<file path="config.mk">
export PLATFORM = sky130hd
export DESIGN_NAME = stable_rank_assignment
export DESIGN_NICKNAME = d
export VERILOG_FILES = /design/src/design/sra_pkg.sv /design/src/design/stable_rank_assignment.sv /design/src/design/sra_ram.sv
export SDC_FILE = /design/constraint.sdc
export NUM_CORES = 2
export LEC_CHECK = 0
export BUFFER_PORTS_ARGS = -buffer_cell sky130_fd_sc_hd__buf_2
export CELL_PAD_IN_SITES_DETAIL_PLACEMENT = 1
export CELL_PAD_IN_SITES_GLOBAL_PLACEMENT = 1
export CORE_MARGIN = 2
export CORE_UTILIZATION = 45
export CTS_CLUSTER_DIAMETER = 30
export DETAILED_ROUTE_END_ITERATION = 8
export HOLD_SLACK_MARGIN = 0.02
export PLACE_DENSITY = 0.69
export SETUP_SLACK_MARGIN = 0.05
export SLEW_MARGIN = 40
export SYNTH_ARGS = -nofsm -noshare
export SYNTH_HDL_FRONTEND = slang
export SYNTH_SLANG_ARGS = --single-unit
export TNS_END_PERCENT = 1
</file>
<file path="constraint.sdc">
create_clock -name clk -period 4 [get_ports clk]
set_input_delay 0.6 -clock clk [delete_from_list [all_inputs] [get_ports clk]]
set_output_delay 0.6 -clock clk [all_outputs]
set_load 0.03 [all_outputs]
</file>
<file path="src/design/sra_pkg.sv">
`timescale 1ns / 1ps
`default_nettype none
// ----------------------------------------------------------------------------
// sra_pkg
// Types and constants shared by the stable rank assignment block.
// ----------------------------------------------------------------------------
package sra_pkg;

  localparam int VALUE_W = 32;
  localparam int RANK_W  = 6;
  localparam int BITS_W  = 3;
  localparam int COUNT_W = 7;

  typedef struct packed {
    logic signed [VALUE_W-1:0] value;
    logic                      last_item;
  } item_t;

  typedef struct packed {
    logic [RANK_W-1:0] rank;
    logic [BITS_W-1:0] rank_bits;
    logic              overflow;
    logic              last_result;
  } result_t;

  typedef enum logic [1:0] {
    ST_COLLECT,
    ST_FETCH,
    ST_SCAN,
    ST_EMIT
  } state_t;

  // Position of the highest set bit plus one; zero for zero.
  function automatic logic [BITS_W-1:0] bit_length(input logic [COUNT_W-1:0] m);
    logic [BITS_W-1:0] b;
    b = '0;
    for (int k = 0; k < COUNT_W; k++) begin
      if (m[k]) begin
        b = BITS_W'(k + 1);
      end
    end
    return b;
  endfunction

endpackage
`default_nettype wire

</file>
<file path="src/design/stable_rank_assignment.sv">
`timescale 1ns / 1ps
`default_nettype none
// ----------------------------------------------------------------------------
// stable_rank_assignment
// Collects a set of signed values and returns each one's stable ascending rank.
// ----------------------------------------------------------------------------
// Values arrive one beat per cycle and are written to a value memory; the beat
// marked last closes the set (beats beyond MAX_ITEMS are dropped and flagged).
// The block then produces one result beat per stored value in arrival order.
// Each rank is found by sweeping the value memory through its single read
// port: a fetch of the value being ranked, a capture of that value, a compare
// of each stored value in turn, and an output beat, which may stall on the
// result side. No new value is taken while a set is being ranked.
module stable_rank_assignment #(
  parameter int MAX_ITEMS = 64
) (
  input  wire logic            clk,
  input  wire logic            rst,
  input  wire logic            item_valid,
  output logic                 item_ready,
  input  wire sra_pkg::item_t  item,
  output logic                 result_valid,
  input  wire logic            result_ready,
  output sra_pkg::result_t     result
);

  localparam int AW = $clog2(MAX_ITEMS);
  localparam int CW = $clog2(MAX_ITEMS + 1);
  localparam int RW = sra_pkg::RANK_W;
  localparam int KW = sra_pkg::COUNT_W;
  localparam int VW = sra_pkg::VALUE_W;
  localparam int BW = sra_pkg::BITS_W;
  localparam logic [CW-1:0] MAX_COUNT = CW'(MAX_ITEMS);

  sra_pkg::state_t state, state_next;

  logic [CW-1:0] count;
  logic          ovf;
  logic [BW-1:0] bits;
  logic [AW-1:0] idx_i;
  logic [AW-1:0] idx_j;
  logic [AW-1:0] idx_jd;
  logic          capture;
  logic [VW-1:0] vi;
  logic [AW-1:0] rank_acc;

  logic          ram_we;
  logic [AW-1:0] ram_raddr;
  logic [VW-1:0] ram_rdata;

  logic          item_beat;
  logic          result_beat;
  logic          has_room;
  logic [CW-1:0] count_close;
  logic [CW-1:0] n_minus_one;
  logic          hit;
  logic          scan_done;
  logic          is_last;

  sra_ram #(
    .WIDTH(VW),
    .DEPTH(MAX_ITEMS)
  ) u_value_ram (
    .clk  (clk),
    .we   (ram_we),
    .waddr(count[AW-1:0]),
    .wdata(item.value),
    .raddr(ram_raddr),
    .rdata(ram_rdata)
  );

  assign item_beat   = item_valid && item_ready;
  assign result_beat = result_valid && result_ready;
  assign has_room    = count < MAX_COUNT;
  assign count_close = has_room ? count + CW'(1) : count;
  assign n_minus_one = count - CW'(1);
  assign scan_done   = CW'(idx_jd) == n_minus_one;
  assign is_last     = CW'(idx_i) == n_minus_one;

  // Earlier arrivals win ties, which keeps the ranking stable.
  assign hit = ($signed(ram_rdata) < $signed(vi)) ||
               ((ram_rdata == vi) && (idx_jd < idx_i));

  always_comb begin
    state_next = state;
    case (state)
      sra_pkg::ST_COLLECT: begin
        if (item_beat && item.last_item) begin
          state_next = sra_pkg::ST_FETCH;
        end
      end
      sra_pkg::ST_FETCH: state_next = sra_pkg::ST_SCAN;
      sra_pkg::ST_SCAN: begin
        if (!capture && scan_done) begin
          state_next = sra_pkg::ST_EMIT;
        end
      end
      sra_pkg::ST_EMIT: begin
        if (result_beat) begin
          state_next = is_last ? sra_pkg::ST_COLLECT : sra_pkg::ST_FETCH;
        end
      end
      default: state_next = sra_pkg::ST_COLLECT;
    endcase
  end

  always_comb begin
    item_ready   = 1'b0;
    result_valid = 1'b0;
    ram_we       = 1'b0;
    ram_raddr    = idx_j;
    case (state)
      sra_pkg::ST_COLLECT: begin
        item_ready = 1'b1;
        ram_we     = item_valid && has_room;
      end
      sra_pkg::ST_FETCH: ram_raddr = idx_i;
      sra_pkg::ST_SCAN: begin
        if (capture) begin
          ram_raddr = '0;
        end
      end
      sra_pkg::ST_EMIT: result_valid = 1'b1;
      default: begin
        item_ready = 1'b0;
      end
    endcase
  end

  always_comb begin
    result.rank        = RW'(rank_acc);
    result.rank_bits   = bits;
    result.overflow    = ovf;
    result.last_result = is_last;
  end

  always_ff @(posedge clk) begin
    if (rst) begin
      state <= sra_pkg::ST_COLLECT;
      count <= '0;
      ovf   <= 1'b0;
    end else begin
      state <= state_next;
      case (state)
        sra_pkg::ST_COLLECT: begin
          if (item_beat) begin
            count <= count_close;
            if (!has_room) begin
              ovf <= 1'b1;
            end
          end
        end
        sra_pkg::ST_EMIT: begin
          if (result_beat && is_last) begin
            count <= '0;
            ovf   <= 1'b0;
          end
        end
        default: begin
          count <= count;
        end
      endcase
    end
  end

  // Sweep bookkeeping; these need no reset as the control state steers them.
  always_ff @(posedge clk) begin
    case (state)
      sra_pkg::ST_COLLECT: begin
        idx_i <= '0;
        bits  <= sra_pkg::bit_length(KW'(count_close - CW'(1)));
      end
      sra_pkg::ST_FETCH: begin
        capture <= 1'b1;
      end
      sra_pkg::ST_SCAN: begin
        if (capture) begin
          // The fetched value being ranked lands in this cycle.
          capture  <= 1'b0;
          vi       <= ram_rdata;
          rank_acc <= '0;
          idx_j    <= AW'(1);
          idx_jd   <= '0;
        end else begin
          rank_acc <= rank_acc + AW'(hit);
          idx_j    <= idx_j + AW'(1);
          idx_jd   <= idx_jd + AW'(1);
        end
      end
      sra_pkg::ST_EMIT: begin
        if (result_beat && !is_last) begin
          idx_i <= idx_i + AW'(1);
        end
      end
      default: begin
        capture <= 1'b0;
      end
    endcase
  end

endmodule
`default_nettype wire

</file>
<file path="src/design/sra_ram.sv">
`timescale 1ns / 1ps
`default_nettype none
// ----------------------------------------------------------------------------
// sra_ram
// Generic single-write, single-read synchronous RAM with registered read.
// ----------------------------------------------------------------------------
module sra_ram #(
  parameter int WIDTH = 32,
  parameter int DEPTH = 64
) (
  input  wire logic                     clk,
  input  wire logic                     we,
  input  wire logic [$clog2(DEPTH)-1:0] waddr,
  input  wire logic [WIDTH-1:0]         wdata,
  input  wire logic [$clog2(DEPTH)-1:0] raddr,
  output logic      [WIDTH-1:0]         rdata
);

  logic [WIDTH-1:0] mem [DEPTH];

  always_ff @(posedge clk) begin
    if (we) begin
      mem[waddr] <= wdata;
    end
    rdata <= mem[raddr];
  end

endmodule
`default_nettype wire

</file>
==> flow_summary.json <==
{
  "power.total_mw": 91.32,
  "skew_ns": 0.08763,
  "drcViolationCount": 0,
  "met1_length_mm": 110.4,
  "final-hold-violation-count": 0,
  "tightest_slew_ns": 0.9661,
  "ios": 50,
  "min_period_over_period_pct": 96.46,
  "fp.dieArea_um2": 190000,
  "drt_iter0_drc": 7581,
  "fp-row-count": 158,
  "yosysWarnings": 0,
  "worstReg2RegEnd": "u_value_ram.rdata[20]",
  "synthFlopType": "edfxtp_1",
  "critPathLaunchType": "flip-flop",
  "cts_buffer_depth": 4,
  "fp.coreArea_um2": 185400,
  "cts_tree": "done",
  "synth_top_area_share_pct": 75.41,
  "grt_pass1_wl_mm": 426.6,
  "cts_sinks": 2150,
  "post-route-min-period_ns": 3.858,
  "syn-num-nets": 5268,
  "synth.largest_area_cell": "edfxtp_1",
  "die_w_um": 435.9,
  "hold_path_depth": 4,
  "htree_levels": 5,
  "ir_drop_mv": 0.6244,
  "synth.area.top_cells": "edfxtp_1, mux4_2, nand2_1, nand3_1, a32oi_1",
  "finalSetupViolations": 0,
  "holdWs_ns": 0.1329,
  "cts-buffers-inserted": 435,
  "clock_latency_ns": 1.00,
  "synth-edff-count": 2108,
  "maxCapViolCount": 0,
  "place_congestion": 0.8478,
  "cp_max_fo": 28,
  "fin_tns_setup_ns": 0,
  "synthToLayoutAreaGrowth_pct": 26.55,
  "syn_inst": 5181,
  "antenna_found_initial": 33,
  "drive_above_1_share_pct": 25.57,
  "grt_pass1_vias": 58070,
  "dr_wl_met3_mm": 31.46,
  "min-delay-start": "result_ready",
  "hold_path_class": "in2reg",
  "crit_start": "state[0]",
  "vias": 54790,
  "layout.nets": 5882,
  "dpl.hpwl_mm": 164.9,
  "fin_ws_ns": 0.1417,
  "fin_cells": 8640,
  "max_clock_freq_ghz": 0.2592,
  "grt_max_degree": 65,
  "required_ns": 4.83,
  "die_height_um": 435.9,
  "wl_met2_mm": 143.8,
  "r2r_start": "state[0]",
  "ys_types": 70,
  "status": "finished, final reports clean",
  "synth_seq_cells": 2150,
  "dp_cells": 7829,
  "fillers": 16820,
  "highest-signal-layer": "met5",
  "p_leak_nw": 36.01,
  "io_buffers": 49,
  "path_clk_slew_ns": 0.05,
  "slew_violations": 0,
  "vias_per_cell": 6.341,
  "yosysSeqAreaShare_pct": 76.42,
  "critPathCaptureType": "flip-flop",
  "ant_nets": 0,
  "first_pass_iters": 6,
  "wirelength_mm": 301.3,
  "cts-root-buf": "clkbuf_16",
  "overflow": 0,
  "critPathKind": "reg2reg",
  "syn_area_um2": 83940,
  "rrSetupSlack_ns": 0.14,
  "hold_end": "ovf",
  "track_usage_pct": 31.46,
  "relSlewSlack_pct": 35.10,
  "wire_per_inst_um": 34.87,
  "cp.arrival_ns": 4.69,
  "syn_avg_cell_area_um2": 16.20,
  "initial_core_util_pct": 45.27,
  "rsz0062_at_grt": "yes",
  "power_density_nw_per_um2": 859.7,
  "async_reset_ff_share_pct": 0,
  "place_ws_ns": 0.05006,
  "reg2regPathDepth": 15
}
worst max-delay path by stage:
stage                            end  depth (start not counted)
3_5_place_dp   u_value_ram.rdata[13]                         11
3_3_place_gp   u_value_ram.rdata[14]                         12
2_1_floorplan  u_value_ram.rdata[11]                         11
5_1_grt        u_value_ram.rdata[20]                         15
6_report       u_value_ram.rdata[20]                         15
4_1_cts        u_value_ram.rdata[14]                         14
logic make-up (layout without fill, tap and decap cells):
| group | after synthesis | count (layout) | synth area share, % |
|---|---|---|---|
| XOR/XNOR | 39 | 39 | 0.4233 |
| AND/OR/NAND/NOR | 1753 | 1753 | 9.035 |
| AO/OA/AOI/OAI | 559 | 559 | 4.743 |
| flip-flops | 2150 | 2150 | 76.42 |
| buffers and inverters | 366 | 1336 | 1.807 |
| other | 0 | 9 | 0 |
| adder cells (fa/ha/maj) | 50 | 50 | 0.7453 |
| multiplexers | 264 | 264 | 6.832 |
critical path: stages (launching register included):
cell      delay [ns]
dfxtp_1         0.39
inv_1           0.11
ha_1            0.27
buf_4           0.22
nor2b_2         0.19
o21ai_2         0.23
nand2_4         0.21
buf_4           0.23
nand2_4         0.14
buf_12          0.27
buf_4           0.24
a21oi_1         0.05
a211oi_1        0.25
nor3_1          0.17
buf_4           0.20
or4_1           0.53
final cells by class:
type / count / area, µm² / area share (%)
Timing Repair Buffer: 491 / 4721 / 4.444
Clock buffer: 501 / 11360 / 10.69
Clock inverter: 292 / 3616 / 3.404
Inverter: 52 / 195.2 / 0.1838
Antenna cell: 9 / 22.52 / 0.02120
Tap cell: 2480 / 3103 / 2.921
Multi-Input combinational cell: 2665 / 19060 / 17.95
Sequential cell: 2150 / 64140 / 60.39
metrics by stage:
stage / instance area, µm² / utilization (%)
after CTS: 106000 / 57.18
after detailed placement: 91000 / 49.07
after floorplan: 83940 / -
after global placement: 90800 / 48.97
final: 106200 / 57.28
after global routing: 106200 / 57.27
layer usage:
| metal | global-route usage, % | vias to the layer above |
|---|---|---|
| met4 | 15.64 | 18 |
| li1 | - | 21590 |
| met3 | 7.450 | 847 |
| met1 | 40.08 | 28640 |
| met2 | 50.69 | 3698 |
| met5 | 0 | - |
power by group:
part	internal, mW	switching [mW]
Sequential	25.5	0.533
Clock	25.0	12.3
Combinational	10.2	17.8
Total	60.7	30.6
cell usage in the layout, fill, tap and decap left out, types with 50 or more instances in the layout:
master,instances
edfxtp_1,2108
nand2_1,1036
clkbuf_16,441
buf_4,374
nand3_1,335
mux4_2,247
a32oi_1,153
a21oi_1,124
nor3_1,90
a211oi_1,82
a31oi_1,79
buf_12,79
bufinv_16,74
nor2_4,71
clkinv_2,68
inv_1,52
nor2_1,51
ha_1,50
Yosys cell counts, types with 39 or more instances:
| cell | n |
|---|---|
| buf_2 | 72 |
| clkbuf_1 | 189 |
| a32oi_1 | 154 |
| a21oi_1 | 124 |
| a211oi_1 | 82 |
| buf_1 | 39 |
| inv_1 | 52 |
| mux4_2 | 247 |
| ha_1 | 50 |
| nand2_1 | 1043 |
| nand3_1 | 335 |
| nor2_1 | 116 |
| nor3_1 | 122 |
| edfxtp_1 | 2108 |
| a31oi_1 | 79 |
| dfxtp_1 | 42 |
sequential cells by signal, summed over array words and instances, names as in the netlist, 2 cells and up:
signal	cells
u_value_ram.mem	2048
u_value_ram.rdata	32
vi	32
count	7
idx_i	6
idx_j	6
idx_jd	6
rank_acc	6
bits	3
state	2
repair_timing:
item / in CTS / in global routing
cloned: 0 / 1
gates resized for setup: 7 / 14
buffers inserted: 3 / 3
endpoints found under the hold margin: 10 / 0
hold buffers: 1 / 0
pin swaps: 3 / 3
setup endpoints to repair: 11 / 18
Note: power is estimated with default switching activity, not from simulation.
